`src/sv/pfc_pkg.sv`:
```
`timescale 1ns / 1ps

package pfc_pkg;

    localparam int KEY_LEN    = 5;
    localparam int KEY_W      = 8 * KEY_LEN;
    localparam int LETTER_W   = 7;
    localparam int SQ_CELLS   = 25;
    localparam int SQ_LAST    = 4;

    localparam logic [KEY_W-1:0]    KEY_RESET   = 40'h4544434241;
    localparam logic [LETTER_W-1:0] ASCII_A     = 7'd65;
    localparam logic [LETTER_W-1:0] ASCII_J     = 7'd74;
    localparam logic [LETTER_W-1:0] ASCII_Z     = 7'd90;

    // status codes
    localparam logic [1:0] ST_OK        = 2'd0;
    localparam logic [1:0] ST_NOT_IN_SQ = 2'd1;
    localparam logic [1:0] ST_SAME      = 2'd2;
    localparam logic [1:0] ST_BAD_KEY   = 2'd3;

    // configuration register indexes
    localparam logic REG_KEY  = 1'b0;
    localparam logic REG_MODE = 1'b1;

    typedef logic [4:0] letter_idx_t;
    typedef letter_idx_t [KEY_LEN-1:0] key_idx_t;
    typedef logic [4:0] sq_pos_t;

    typedef struct packed {
        logic       in_sq;
        logic [2:0] row;
        logic [2:0] col;
    } lane_pos_t;

    typedef struct packed {
        logic [1:0]          status;
        sq_pos_t             tgt_a;
        sq_pos_t             tgt_b;
        logic [LETTER_W-1:0] letter_a;
        logic [LETTER_W-1:0] letter_b;
    } merge_out_t;

    function automatic logic in_square(input logic [LETTER_W-1:0] c);
        return (c >= ASCII_A) && (c <= ASCII_Z) && (c != ASCII_J);
    endfunction

    // index into the J-less alphabet
    function automatic letter_idx_t letter_idx(input logic [LETTER_W-1:0] c);
        logic [LETTER_W-1:0] off;
        off = c - ASCII_A;
        return off[4:0] - ((off > 7'd9) ? 5'd1 : 5'd0);
    endfunction

    function automatic logic [LETTER_W-1:0] idx_letter(input letter_idx_t idx);
        return ASCII_A + {2'b00, idx} + ((idx >= 5'd9) ? 7'd1 : 7'd0);
    endfunction

    function automatic key_idx_t key_indices(input logic [KEY_W-1:0] k);
        key_idx_t r;
        for (int i = 0; i < KEY_LEN; i++) begin
            r[i] = letter_idx(k[8*i +: LETTER_W]);
        end
        return r;
    endfunction

    function automatic logic key_check(input logic [KEY_W-1:0] k);
        logic ok;
        ok = 1'b1;
        for (int i = 0; i < KEY_LEN; i++) begin
            if (k[8*i+7] || !in_square(k[8*i +: LETTER_W])) begin
                ok = 1'b0;
            end
            for (int j = 0; j < i; j++) begin
                if (k[8*j +: 8] == k[8*i +: 8]) begin
                    ok = 1'b0;
                end
            end
        end
        return ok;
    endfunction

    // number of key letters that sort before the given letter
    function automatic logic [2:0] count_below(input key_idx_t ki, input letter_idx_t idx);
        logic [2:0] n;
        n = 3'd0;
        for (int j = 0; j < KEY_LEN; j++) begin
            if (ki[j] < idx) begin
                n = n + 3'd1;
            end
        end
        return n;
    endfunction

    function automatic logic [2:0] step_pos(input logic [2:0] v, input logic back);
        if (back) begin
            return (v == 3'd0) ? 3'(SQ_LAST) : v - 3'd1;
        end
        return (v == 3'(SQ_LAST)) ? 3'd0 : v + 3'd1;
    endfunction

endpackage

```
`src/sv/pfc_lane.sv`:
```
`timescale 1ns / 1ps

module pfc_lane (
    input  logic                         aclk,
    input  logic                         en,
    input  logic [pfc_pkg::LETTER_W-1:0] letter,
    input  pfc_pkg::key_idx_t            key_idx,
    output pfc_pkg::lane_pos_t           pos_reg
);
    import pfc_pkg::*;

    letter_idx_t idx;
    logic        hit;
    sq_pos_t     hit_pos;
    sq_pos_t     pos;
    logic [2:0]  row;
    lane_pos_t   pos_next;

    always_comb begin
        idx     = letter_idx(letter);
        hit     = 1'b0;
        hit_pos = '0;
        for (int i = 0; i < KEY_LEN; i++) begin
            if (key_idx[i] == idx) begin
                hit     = 1'b1;
                hit_pos = 5'(i);
            end
        end
        // letters outside the key follow it in alphabet order
        pos = hit ? hit_pos : 5'd5 + idx - {2'b00, count_below(key_idx, idx)};
        if (pos >= 5'd20) begin
            row = 3'd4;
        end else if (pos >= 5'd15) begin
            row = 3'd3;
        end else if (pos >= 5'd10) begin
            row = 3'd2;
        end else if (pos >= 5'd5) begin
            row = 3'd1;
        end else begin
            row = 3'd0;
        end
        pos_next.in_sq = in_square(letter);
        pos_next.row   = row;
        pos_next.col   = 3'(pos - {row, 2'b00} - {2'b00, row});
    end

    always_ff @(posedge aclk) begin
        if (en) begin
            pos_reg <= pos_next;
        end
    end

endmodule

```
`src/sv/pfc_merge.sv`:
```
`timescale 1ns / 1ps

module pfc_merge (
    input  logic                         aclk,
    input  logic                         en,
    input  logic                         decrypt,
    input  logic                         key_ok,
    input  logic [pfc_pkg::LETTER_W-1:0] letter_a,
    input  logic [pfc_pkg::LETTER_W-1:0] letter_b,
    input  pfc_pkg::lane_pos_t           pos_a,
    input  pfc_pkg::lane_pos_t           pos_b,
    output pfc_pkg::merge_out_t          mo_reg
);
    import pfc_pkg::*;

    logic [2:0] ra, ca, rb, cb;
    merge_out_t mo_next;

    always_comb begin
        ra = pos_a.row;
        ca = pos_a.col;
        rb = pos_b.row;
        cb = pos_b.col;
        if (pos_a.row == pos_b.row) begin
            ca = step_pos(pos_a.col, decrypt);
            cb = step_pos(pos_b.col, decrypt);
        end else if (pos_a.col == pos_b.col) begin
            ra = step_pos(pos_a.row, decrypt);
            rb = step_pos(pos_b.row, decrypt);
        end else begin
            ca = pos_b.col;
            cb = pos_a.col;
        end

        if (!key_ok) begin
            mo_next.status = ST_BAD_KEY;
        end else if (!pos_a.in_sq || !pos_b.in_sq) begin
            mo_next.status = ST_NOT_IN_SQ;
        end else if (letter_a == letter_b) begin
            mo_next.status = ST_SAME;
        end else begin
            mo_next.status = ST_OK;
        end
        mo_next.tgt_a    = {ra[2:0], 2'b00} + {2'b00, ra} + {2'b00, ca};
        mo_next.tgt_b    = {rb[2:0], 2'b00} + {2'b00, rb} + {2'b00, cb};
        mo_next.letter_a = letter_a;
        mo_next.letter_b = letter_b;
    end

    always_ff @(posedge aclk) begin
        if (en) begin
            mo_reg <= mo_next;
        end
    end

endmodule

```
`src/sv/pfc_decode.sv`:
```
`timescale 1ns / 1ps

module pfc_decode (
    input  pfc_pkg::sq_pos_t             pos,
    input  pfc_pkg::key_idx_t            key_idx,
    output logic [pfc_pkg::LETTER_W-1:0] letter
);
    import pfc_pkg::*;

    letter_idx_t idx;
    letter_idx_t found;
    sq_pos_t     rank;
    logic        is_key;

    always_comb begin
        rank  = pos - 5'd5;
        found = '0;
        // the rank-th letter of the alphabet not used by the key
        for (int l = 0; l < SQ_CELLS; l++) begin
            is_key = 1'b0;
            for (int j = 0; j < KEY_LEN; j++) begin
                if (key_idx[j] == 5'(l)) begin
                    is_key = 1'b1;
                end
            end
            if (!is_key && (5'(l) - {2'b00, count_below(key_idx, 5'(l))} == rank)) begin
                found = found | 5'(l);
            end
        end
        idx    = (pos < 5'd5) ? key_idx[pos[2:0]] : found;
        letter = idx_letter(idx);
    end

endmodule

```
`src/sv/playfair_digraph_cipher.sv`:
```
`timescale 1ns / 1ps

// Playfair cipher engine, one letter pair per word. The 5x5 square comes from the
// five-letter key in register 0 (first letter in the low byte), and register 1
// picks encryption (0) or decryption (1). Two locate lanes find the row and column
// of each letter, a merge stage applies the same-row, same-column or rectangle rule,
// and the output stage maps the new positions back to letters. A new pair is taken
// every cycle while the output is not stalled by m_ready. There is one register each
// in the locate, merge and output stages, which a pair passes through in that order
// before its result is presented with m_valid. Status 3 flags a bad key, 1 a J or
// a non-letter, 2 a doubled letter; in those cases the letters pass unchanged.
// Write the registers only while no pair is in flight.
module playfair_digraph_cipher (
    input  logic                         aclk,
    input  logic                         aresetn,
    input  logic                         cfg_valid,
    output logic                         cfg_ready,
    input  logic                         cfg_index,
    input  logic [pfc_pkg::KEY_W-1:0]    cfg_data,
    input  logic                         s_valid,
    output logic                         s_ready,
    input  logic [pfc_pkg::LETTER_W-1:0] s_first_letter,
    input  logic [pfc_pkg::LETTER_W-1:0] s_second_letter,
    output logic                         m_valid,
    input  logic                         m_ready,
    output logic [pfc_pkg::LETTER_W-1:0] m_out_first,
    output logic [pfc_pkg::LETTER_W-1:0] m_out_second,
    output logic [1:0]                   m_status
);
    import pfc_pkg::*;

    key_idx_t            key_idx_reg;
    logic                key_ok_reg;
    logic                decrypt_reg;

    logic                v1_reg, v2_reg, v3_reg;
    logic                rdy1, rdy2, rdy3;
    logic [LETTER_W-1:0] a1_reg, b1_reg;
    lane_pos_t           pos_a, pos_b;
    merge_out_t          mo;
    logic [LETTER_W-1:0] dec_a, dec_b;
    logic [LETTER_W-1:0] first_reg, second_reg;
    logic [1:0]          status_reg;

    assign cfg_ready = 1'b1;

    // key is checked and indexed as it is written
    always_ff @(posedge aclk) begin
        if (!aresetn) begin
            key_idx_reg <= key_indices(KEY_RESET);
            key_ok_reg  <= key_check(KEY_RESET);
            decrypt_reg <= 1'b0;
        end else if (cfg_valid && cfg_ready) begin
            unique case (cfg_index)
                REG_KEY: begin
                    key_idx_reg <= key_indices(cfg_data);
                    key_ok_reg  <= key_check(cfg_data);
                end
                REG_MODE: begin
                    decrypt_reg <= cfg_data[0];
                end
                default: begin
                end
            endcase
        end
    end

    assign rdy3    = !v3_reg || m_ready;
    assign rdy2    = !v2_reg || rdy3;
    assign rdy1    = !v1_reg || rdy2;
    assign s_ready = rdy1;

    always_ff @(posedge aclk) begin
        if (!aresetn) begin
            v1_reg <= 1'b0;
            v2_reg <= 1'b0;
            v3_reg <= 1'b0;
        end else begin
            if (rdy1) begin
                v1_reg <= s_valid;
            end
            if (rdy2) begin
                v2_reg <= v1_reg;
            end
            if (rdy3) begin
                v3_reg <= v2_reg;
            end
        end
    end

    always_ff @(posedge aclk) begin
        if (rdy1) begin
            a1_reg <= s_first_letter;
            b1_reg <= s_second_letter;
        end
    end

    pfc_lane u_lane_a (
        .aclk    (aclk),
        .en      (rdy1),
        .letter  (s_first_letter),
        .key_idx (key_idx_reg),
        .pos_reg (pos_a)
    );

    pfc_lane u_lane_b (
        .aclk    (aclk),
        .en      (rdy1),
        .letter  (s_second_letter),
        .key_idx (key_idx_reg),
        .pos_reg (pos_b)
    );

    pfc_merge u_merge (
        .aclk     (aclk),
        .en       (rdy2),
        .decrypt  (decrypt_reg),
        .key_ok   (key_ok_reg),
        .letter_a (a1_reg),
        .letter_b (b1_reg),
        .pos_a    (pos_a),
        .pos_b    (pos_b),
        .mo_reg   (mo)
    );

    pfc_decode u_dec_a (
        .pos     (mo.tgt_a),
        .key_idx (key_idx_reg),
        .letter  (dec_a)
    );

    pfc_decode u_dec_b (
        .pos     (mo.tgt_b),
        .key_idx (key_idx_reg),
        .letter  (dec_b)
    );

    always_ff @(posedge aclk) begin
        if (rdy3) begin
            first_reg  <= (mo.status == ST_OK) ? dec_a : mo.letter_a;
            second_reg <= (mo.status == ST_OK) ? dec_b : mo.letter_b;
            status_reg <= mo.status;
        end
    end

    assign m_valid      = v3_reg;
    assign m_out_first  = first_reg;
    assign m_out_second = second_reg;
    assign m_status     = status_reg;

    // a bad key always shows up as the key status
    a_bad_key: assert property (@(posedge aclk) disable iff (!aresetn)
        m_valid && !key_ok_reg |-> m_status == ST_BAD_KEY)
        else $error("bad key not reported");

    a_good_key: assert property (@(posedge aclk) disable iff (!aresetn)
        m_valid && key_ok_reg |-> m_status != ST_BAD_KEY)
        else $error("valid key reported as bad");

    // distinct square cells always map to distinct cells
    a_distinct: assert property (@(posedge aclk) disable iff (!aresetn)
        m_valid && m_status == ST_OK |-> m_out_first != m_out_second)
        else $error("cipher pair collapsed");

    a_no_j: assert property (@(posedge aclk) disable iff (!aresetn)
        m_valid && m_status == ST_OK |-> m_out_first != ASCII_J && m_out_second != ASCII_J)
        else $error("letter outside square produced");

    a_fill: assert property (@(posedge aclk) disable iff (!aresetn)
        s_valid && s_ready |=> v1_reg)
        else $error("accepted word lost at locate stage");

endmodule
```
`config.mk`:
```
export PLATFORM = sky130hd
export DESIGN_NAME = playfair_digraph_cipher
export DESIGN_NICKNAME = d
export VERILOG_FILES = /design/src/sv/pfc_pkg.sv /design/src/sv/pfc_lane.sv /design/src/sv/pfc_merge.sv /design/src/sv/pfc_decode.sv /design/src/sv/playfair_digraph_cipher.sv
export SDC_FILE = /design/constraint.sdc
export NUM_CORES = 1
export LEC_CHECK = 0
export ABC_AREA = 1
export BUFFER_PORTS_ARGS = -buffer_cell sky130_fd_sc_hd__buf_2
export CAP_MARGIN = 20
export CORE_UTILIZATION = 50
export DETAILED_ROUTE_END_ITERATION = 6
export MAX_ROUTING_LAYER = met4
export PLACE_DENSITY = 0.67
export SYNTH_ARGS = -nofsm -noshare
export SYNTH_HDL_FRONTEND = slang
export SYNTH_SLANG_ARGS = --single-unit
```
`constraint.sdc`:
```
create_clock -name aclk -period 8.4 [get_ports aclk]
set_input_delay 0.84 -clock aclk [delete_from_list [all_inputs] [get_ports aclk]]
set_output_delay 0.84 -clock aclk [all_outputs]
set_load 0.005 [all_outputs]
```
Word level (Yosys, flattened, before mapping)
Cells that the tools add are included.
- input bits: 60
- register bits: 100
- output and inout port bits: 19
- reductions and logical operators: 112
- mux-type cells: 485
- add/subtract/negate cells: 168
- order comparisons: 165
- equal/unequal tests: 208
- operators with widths (kind ; count):
    3-bit 2-to-1 mux ; 172
    3-bit by 1-bit adder with 3-bit output (second input constant) ; 98
    5-bit == test ; 58
    1-bit 2-to-1 mux ; 251
    5-bit == test (second input constant) ; 45
    5-bit less-than comparator (second input constant) ; 45
    5-bit by 4-bit == test with 1-bit output (second input constant) ; 40
    5-bit by 4-bit less-than comparator with 1-bit output (second input constant) ; 40
    25-bit 2-to-1 mux ; 5
    5-bit 2-to-1 mux ; 24
    5-bit by 3-bit less-than comparator with 1-bit output (second input constant) ; 22
    5-bit by 3-bit == test with 1-bit output (second input constant) ; 20
    8-bit == test ; 10
    4-bit 2-to-1 mux ; 16
    1-bit logical AND ; 62
    5-bit by 2-bit == test with 1-bit output (second input constant) ; 10
    5-bit by 2-bit less-than comparator with 1-bit output (second input constant) ; 10
    5-bit less-than comparator ; 10
    7-bit >= comparator (second input constant) ; 7
    7-bit by 4-bit greater-than comparator with 1-bit output (second input constant) ; 7
    7-bit less-or-equal comparator (second input constant) ; 7
    7-bit inequality test (second input constant) ; 7
    7-bit subtractor (second input constant) ; 7
    4-bit by 3-bit subtractor with 5-bit output (first input constant) ; 8
    other kinds (35) ; 157

Depth between registers and ports, before layout
Gate-level depths: netlist of the first run.
- depth after elaboration: 70
- mapped depth: 51
- mapped depth without buffers: 51

Hierarchy
From an unflattened synthesis of the first run, not the netlist that was laid out.
- cell total of the unflattened synthesis: 5351
- area total of the unflattened synthesis: 29817.3 sq um
- modules (own cells, without submodules) (module ; seq. area each (sq um) ; area an instance (sq um) ; cells an instance ; instances):
    pfc_decode at u_dec_a ; 0.0 ; 9841.9 ; 1957 ; 1
    pfc_decode at u_dec_b ; 0.0 ; 9589.2 ; 1912 ; 1
    playfair_digraph_cipher ; 1501.4 ; 4768.3 ; 695 ; 1
    pfc_lane ; 210.2 ; 1841.8 ; 284 ; 2
    pfc_merge ; 780.7 ; 1934.4 ; 219 ; 1

Worst setup path before layout of the first run
OpenSTA, ideal clock, no wires.
- kind: in2reg
- start: input s_first_letter[0] in the netlist's numbering
- end: register u_lane_a.pos_reg[2] in the netlist's numbering (data pin)
- setup slack: 0.851 ns
- path buffers: 0
- data arrival time: 7.300 ns
- library setup time: 0.249 ns
- cell stages on the path: 45
- path through: inv_1 > ha_1 > xnor2_1 > inv_1 > nor2_1 > nor2_1 > nor3_1 > nand3_1 > ha_1 > ha_1 > xor2_1 > ha_1 > nand2_1 > inv_1 > o21ai_0 > o211ai_1 > nor2_1 > ha_1 > [9 not listed] > xor2_1 > ha_1 > inv_1 > ha_1 > nand2_1 > o21ai_0 > xor2_1 > xor2_1 > and3_1 > nor2_2 > a21oi_1 > ha_1 > inv_1 > fa_1 > xor2_1 > nand3_1 > nand2_1 > inv_1
- RTL lines (item ; line ; source):
    start: declaration ; playfair_digraph_cipher.sv:22 ; input logic [pfc_pkg::LETTER_W-1:0] s_first_letter,
    end signal: assignment ; pfc_lane.sv:49 ; pos_reg <= pos_next;
    end: declaration ; pfc_lane.sv:8 ; output pfc_pkg::lane_pos_t pos_reg

==> flow_metrics.env, run 1 <==
export IMPL_worstPathMaxFanout=6
export IMPL_synth_top_flop_cell="edfxtp_1"
export IMPL_yosysWarnings=0
export IMPL_p_leak_nw=12.49
export IMPL_coreArea_sq_um=42230
export IMPL_drtIter0Drc=2871
export IMPL_drt_total_wl_um=83930
export IMPL_reg2reg_from="key_idx_reg[4]$_SDFFE_PN0P_"
export IMPL_tns_ps=0
export IMPL_synth_seq_cells=100
export IMPL_end_kind="register"
export IMPL_layout_commonest_cell="nand2_1"
export IMPL_setup_viol=0
export IMPL_cts_made_buffers=9
export IMPL_antenna_left=0
export IMPL_worst_pin_slew_ps=1014
export IMPL_grtUsageMet2_pct=59.93
export IMPL_gr_usage_met3_pct=5.896
export IMPL_cts_tree="yes"
export IMPL_synth_cells=3724
export IMPL_synth_edf_count=70
export IMPL_cpMaxStageDelayCell="fa_1"
export IMPL_fin_hold_ws_ps=457.3
export IMPL_drive_gt1_share_pct=6.820
export IMPL_overflow=0
export IMPL_ys_async_sr_fraction_pct=0
export IMPL_cp_required_ps=8550
export IMPL_grt_max_degree=51
export IMPL_period_share_pct=92.32
export IMPL_clock_skew_ps=13.90
export IMPL_synth_seq_area_share_pct=12.52
export IMPL_dp_cells=4258
export IMPL_ir_drop_uv=564.9
export IMPL_ys_top_cells_by_area="nand2_1, ha_1, nand3_1"
export IMPL_r2r_end="m_out_second[4]$_DFFE_PP_"
export IMPL_drv_slew=0
export IMPL_stdcell_area_sq_um=22820
export IMPL_grt_setup_unrepaired="false"
export IMPL_worst_setup_path_start_kind="input port"
export IMPL_vias_per_cell=5.681
export IMPL_wire_per_inst_um=19.61
export IMPL_most_common_layout_cells="nand2_1, inv_1, nand3_1, nor2_1, ha_1"
export IMPL_synth_top_area_share_pct=19.45
export IMPL_synth_top_area_cell="nand2_1"
export IMPL_relSlewSlack_pct=32.31
export IMPL_grtUsageMet1_pct=50.58
export IMPL_syn_area_per_cell_sq_um=5.795
export IMPL_syn2layout_area_growth_pct=5.734
export IMPL_cap_violations=0
export IMPL_holdBufCountCts=0
export IMPL_die_width_um=209.8
export IMPL_cts_buffer_depth=2
export IMPL_largest_register_ff_count=26
export IMPL_antenna_found_initial=1
export IMPL_io_buffers=77
export IMPL_via_count=24310
export IMPL_clk_latency_ps=380
export IMPL_grt_usage_pct=38.90
export IMPL_grt_busiest_layer="met2"
export IMPL_fin_cells=4279
export IMPL_syn_area_sq_um=21580
export IMPL_path_class="in -> reg"
export IMPL_h_tree_depth=3
export IMPL_io_pins=79
export IMPL_cp_startpoint="s_first_letter[0]"
export IMPL_hp_class="reg -> reg"
export IMPL_synth_cell_type_count=64
export IMPL_fp_dieArea_sq_um=44000
export IMPL_cts_sinks=100
export IMPL_layout_nets=4048
export IMPL_fmax_ghz=0.1289
export IMPL_power_density_nw_per_um2=367.2
export IMPL_die_y_um=209.8
export IMPL_place_congestion=1.066
export IMPL_path_common_cell="ha_1"
export IMPL_crit_end="u_lane_a.pos_reg[2]$_DFFE_PP_"
export IMPL_cp_slowest_stage_delay_ps=400
export IMPL_drc=0
export IMPL_post_route_util_pct=54.04
export IMPL_rows=75
export IMPL_status="complete, no violations"
export IMPL_r2r_slack_ps=1360
export IMPL_cts_root_buf="clkbuf_16"
export IMPL_dp_hpwl_um=64890
export IMPL_initial_utilization_pct=51.11
export IMPL_syn_nets=4038
export IMPL_place_area_sq_um=22410
export IMPL_worstPathArrival_ps=7910
export IMPL_grt_pass1_vias=21730
export IMPL_worstRegToRegCells=38
export IMPL_firstDrtPassIters=7
export IMPL_clkTransAtPathRegs_ps=80
export IMPL_grt_pass1_wl_um=126800
export IMPL_layout_min_cycle_time_ps=7755
export IMPL_hold_viol=0
export IMPL_hp_start="u_merge.mo_reg[25]$_SDFFCE_PN1P_"
routing by layer:
metal | vias up | wire (um)
met5 | - | 0
met2 | 1191 | 36080
met1 | 10850 | 35380
met3 | 240 | 8532
li1 | 12030 | -
met4 | 0 | 3937
cell usage after synthesis, types with 13 or more instances:
| library cell | instances |
|---|---|
| dfxtp_1 | 30 |
| nor4_1 | 16 |
| ha_1 | 246 |
| inv_2 | 23 |
| xor2_1 | 118 |
| a21oi_1 | 106 |
| or2_2 | 31 |
| and2_1 | 13 |
| o21ai_0 | 113 |
| nor2_1 | 364 |
| buf_2 | 22 |
| nand2_1 | 1118 |
| o21ai_1 | 20 |
| xnor2_1 | 58 |
| nand2_2 | 20 |
| nand4_1 | 53 |
| nor3_1 | 48 |
| inv_1 | 495 |
| edfxtp_1 | 70 |
| nand3b_1 | 23 |
| clkbuf_1 | 83 |
| nand3_1 | 480 |
| o211ai_1 | 24 |
critical path, delay by kind of cell:
kind | cells | cell delay, ps
multiplexers | 1 | 280
AND/OR/NAND/NOR | 17 | 1670
adder cells (fa/ha/maj) | 10 | 2510
buffers and inverters | 10 | 790
XOR/XNOR | 6 | 1220
AO/OA/AOI/OAI | 4 | 540
area by class of cell:
type                            instances  area [sq um]
Sequential cell                       100          2703
Clock inverter                          7         82.58
Tap cell                              539         674.4
Fill cell                            4533         19410
Inverter                              524          1967
Antenna cell                            1         2.502
Clock buffer                            9         225.2
Multi-Input combinational cell       2977         16440
Timing Repair Buffer                  122         723.2
worst min-delay path by stage:
stage	depth (start not counted)	slack, ps	endpoint
floorplan	0	430	m_status[1]$_DFFE_PP_
global placement	0	430	m_status[1]$_DFFE_PP_
detailed placement	0	430	m_status[1]$_DFFE_PP_
CTS	0	450	m_status[1]$_DFFE_PP_
global route	0	470	m_status[1]$_DFFE_PP_
finish	0	460	m_status[1]$_DFFE_PP_
repair_timing:
action                     4_1_cts  5_1_grt
gates resized for setup          0        8
setup buffers                    0        4
setup endpoints to repair        0        2
cells by family after synthesis:
logic type                 count (synthesis)  share of synthesized area, %
and+or+nand+nor                         2193                         43.62
adders and majority gates                254                         15.00
buffers and inverters                    647                         11.61
xor gates and xnor gates                 185                         7.821
other                                      1                       0.01738
DFF                                      100                         12.52
muxes                                      4                        0.2029
AOI/OAI and AO/OA                        340                         9.201
metrics by stage:
stage	power [mW]	setup slack, ps
final	8.379	644.7
after global routing	9.215	0.1039
after CTS	8.144	506.0
after detailed placement	7.689	111.5
after global placement	7.632	273.9
after floorplan	5.762	850.6
report_power, final:
part | switching [mW] | total (mW) | internal (mW)
Clock | 0.212 | 0.449 | 0.237
Sequential | 0.132 | 0.896 | 0.764
Combinational | 4.66 | 7.03 | 2.38
Power figures use the tool's default switching activity.
==> inputs of run 2 (changes only) <==
==> constraint.sdc (replaced) <==
create_clock -name aclk -period 7.3 [get_ports aclk]
set_input_delay 0.73 -clock aclk [delete_from_list [all_inputs] [get_ports aclk]]
set_output_delay 0.73 -clock aclk [all_outputs]
set_load 0.005 [all_outputs]
==> flow_metrics.env, run 2 (same netlist as run 1, synthesis figures left out) <==
export IMPL_cts_buffer_depth=2
export IMPL_drv_slew=0
export IMPL_worstRegToRegCells=38
export IMPL_holdBufCountCts=0
export IMPL_via_count=24740
export IMPL_fmax_ghz=0.1408
export IMPL_wire_per_inst_um=19.32
export IMPL_die_y_um=209.8
export IMPL_initial_utilization_pct=51.11
export IMPL_grt_setup_unrepaired="true"
export IMPL_grt_usage_pct=39.20
export IMPL_path_common_cell="inv_1"
export IMPL_hold_viol=0
export IMPL_setup_viol=0
export IMPL_antenna_left=0
export IMPL_io_buffers=77
export IMPL_cts_tree="yes"
export IMPL_cp_required_ps=7450
export IMPL_fin_cells=4375
export IMPL_antenna_found_initial=0
export IMPL_layout_min_cycle_time_ps=7103
export IMPL_fp_dieArea_sq_um=44000
export IMPL_vias_per_cell=5.656
export IMPL_drt_total_wl_um=84530
export IMPL_most_common_layout_cells="nand2_1, inv_1, nand3_1, nor2_1, ha_1"
export IMPL_dp_hpwl_um=65520
export IMPL_firstDrtPassIters=6
export IMPL_syn2layout_area_growth_pct=10.45
export IMPL_path_class="in -> reg"
export IMPL_die_width_um=209.8
export IMPL_clkTransAtPathRegs_ps=80
export IMPL_dp_cells=4350
export IMPL_power_total_mw=10.08
export IMPL_cts_root_buf="clkbuf_16"
export IMPL_overflow=0
export IMPL_place_congestion=1.080
export IMPL_worst_pin_slew_ps=1031
export IMPL_grt_pass1_wl_um=128000
export IMPL_worst_setup_path_start_kind="input port"
export IMPL_tns_ps=0
export IMPL_cts_made_buffers=9
export IMPL_grt_max_degree=51
export IMPL_layout_nets=4144
export IMPL_coreArea_sq_um=42230
export IMPL_hold_path_cell_count=1
export IMPL_hp_class="reg -> reg"
export IMPL_clock_skew_ps=9.273
export IMPL_relSlewSlack_pct=31.20
export IMPL_worstPathMaxFanout=5
export IMPL_cap_violations=0
export IMPL_fin_hold_ws_ps=467.0
export IMPL_ir_drop_uv=720.8
export IMPL_nFillCells=4516
export IMPL_worstPathArrival_ps=7250
export IMPL_end_kind="register"
export IMPL_layout_commonest_cell="nand2_1"
export IMPL_h_tree_depth=3
export IMPL_period_share_pct=97.30
export IMPL_cts_sinks=100
export IMPL_status="complete, no violations"
export IMPL_drive_gt1_share_pct=10.38
export IMPL_io_pins=79
export IMPL_drc=0
export IMPL_drtIter0Drc=2498
export IMPL_largest_register_ff_count=26
export IMPL_clk_latency_ps=380
export IMPL_p_leak_nw=12.99
export IMPL_cpMaxStageDelayCell="fa_2"
export IMPL_power_density_nw_per_um2=422.9
export IMPL_grt_pass1_vias=22320
export IMPL_cp_slowest_stage_delay_ps=400
export IMPL_rows=75
run 2: final cells by class:
type | instances | area (sq um) | area share, %
Multi-Input combinational cell | 2977 | 16680 | 69.97
Sequential cell | 100 | 2703 | 11.34
Inverter | 524 | 1977 | 8.294
Timing Repair Buffer | 218 | 1488 | 6.241
Tap cell | 539 | 674.4 | 2.829
Clock buffer | 9 | 225.2 | 0.9448
Clock inverter | 7 | 88.84 | 0.3727
Antenna cell | 1 | 2.502 | 0.01050
run 2: path summary, 6_finish.rpt:
path,from,end,slack [ps]
setup / recovery,s_first_letter[2],u_lane_a.pos_reg[2]$_DFFE_PP_,200
hold / removal,v1_reg$_SDFFE_PN0P_,v2_reg$_SDFFE_PN0P_,470
setup reg to reg,key_idx_reg[6]$_SDFFE_PN0P_,m_out_second[4]$_DFFE_PP_,830
hold reg to reg,v1_reg$_SDFFE_PN0P_,v2_reg$_SDFFE_PN0P_,470
run 2: stage by stage:
stage	setup slack (ps)	instance area [sq um]	util [%]
after floorplan	2.740	21620	-
after global placement	-307.0	23140	54.79
after detailed placement	-428.2	23160	54.86
after CTS	17.77	23480	55.61
after global routing	-239.4	23830	56.44
final	197.3	23840	56.45
run 2: what timing repair did:
item,in CTS,in global routing
gates resized for setup,2,73
gates cloned,0,0
pin swaps,1,53
buffers inserted,0,8
endpoints found under the setup margin,2,4
run 2: where the power goes:
group,internal (mW),switching [mW]
Combinational,3.15,5.40
Sequential,0.879,0.131
Clock,0.276,0.251
Total,4.30,5.78
run 2: routing by layer:
layer	global-route usage (%)	wire [um]	vias up
met4	17.74	4624	0
met5	-	0	-
li1	-	-	12230
met1	49.58	35340	11160
met3	6.898	8467	249
met2	60.84	36100	1110
run 2: critical path: cells and delay by family:
| kind | cells | cell delay, ps |
|---|---|---|
| mux | 1 | 290 |
| fa+ha+maj | 10 | 2480 |
| xor+xnor | 6 | 1240 |
| buf+inv | 11 | 770 |
| simple gates | 16 | 1460 |
| compound gates | 2 | 300 |
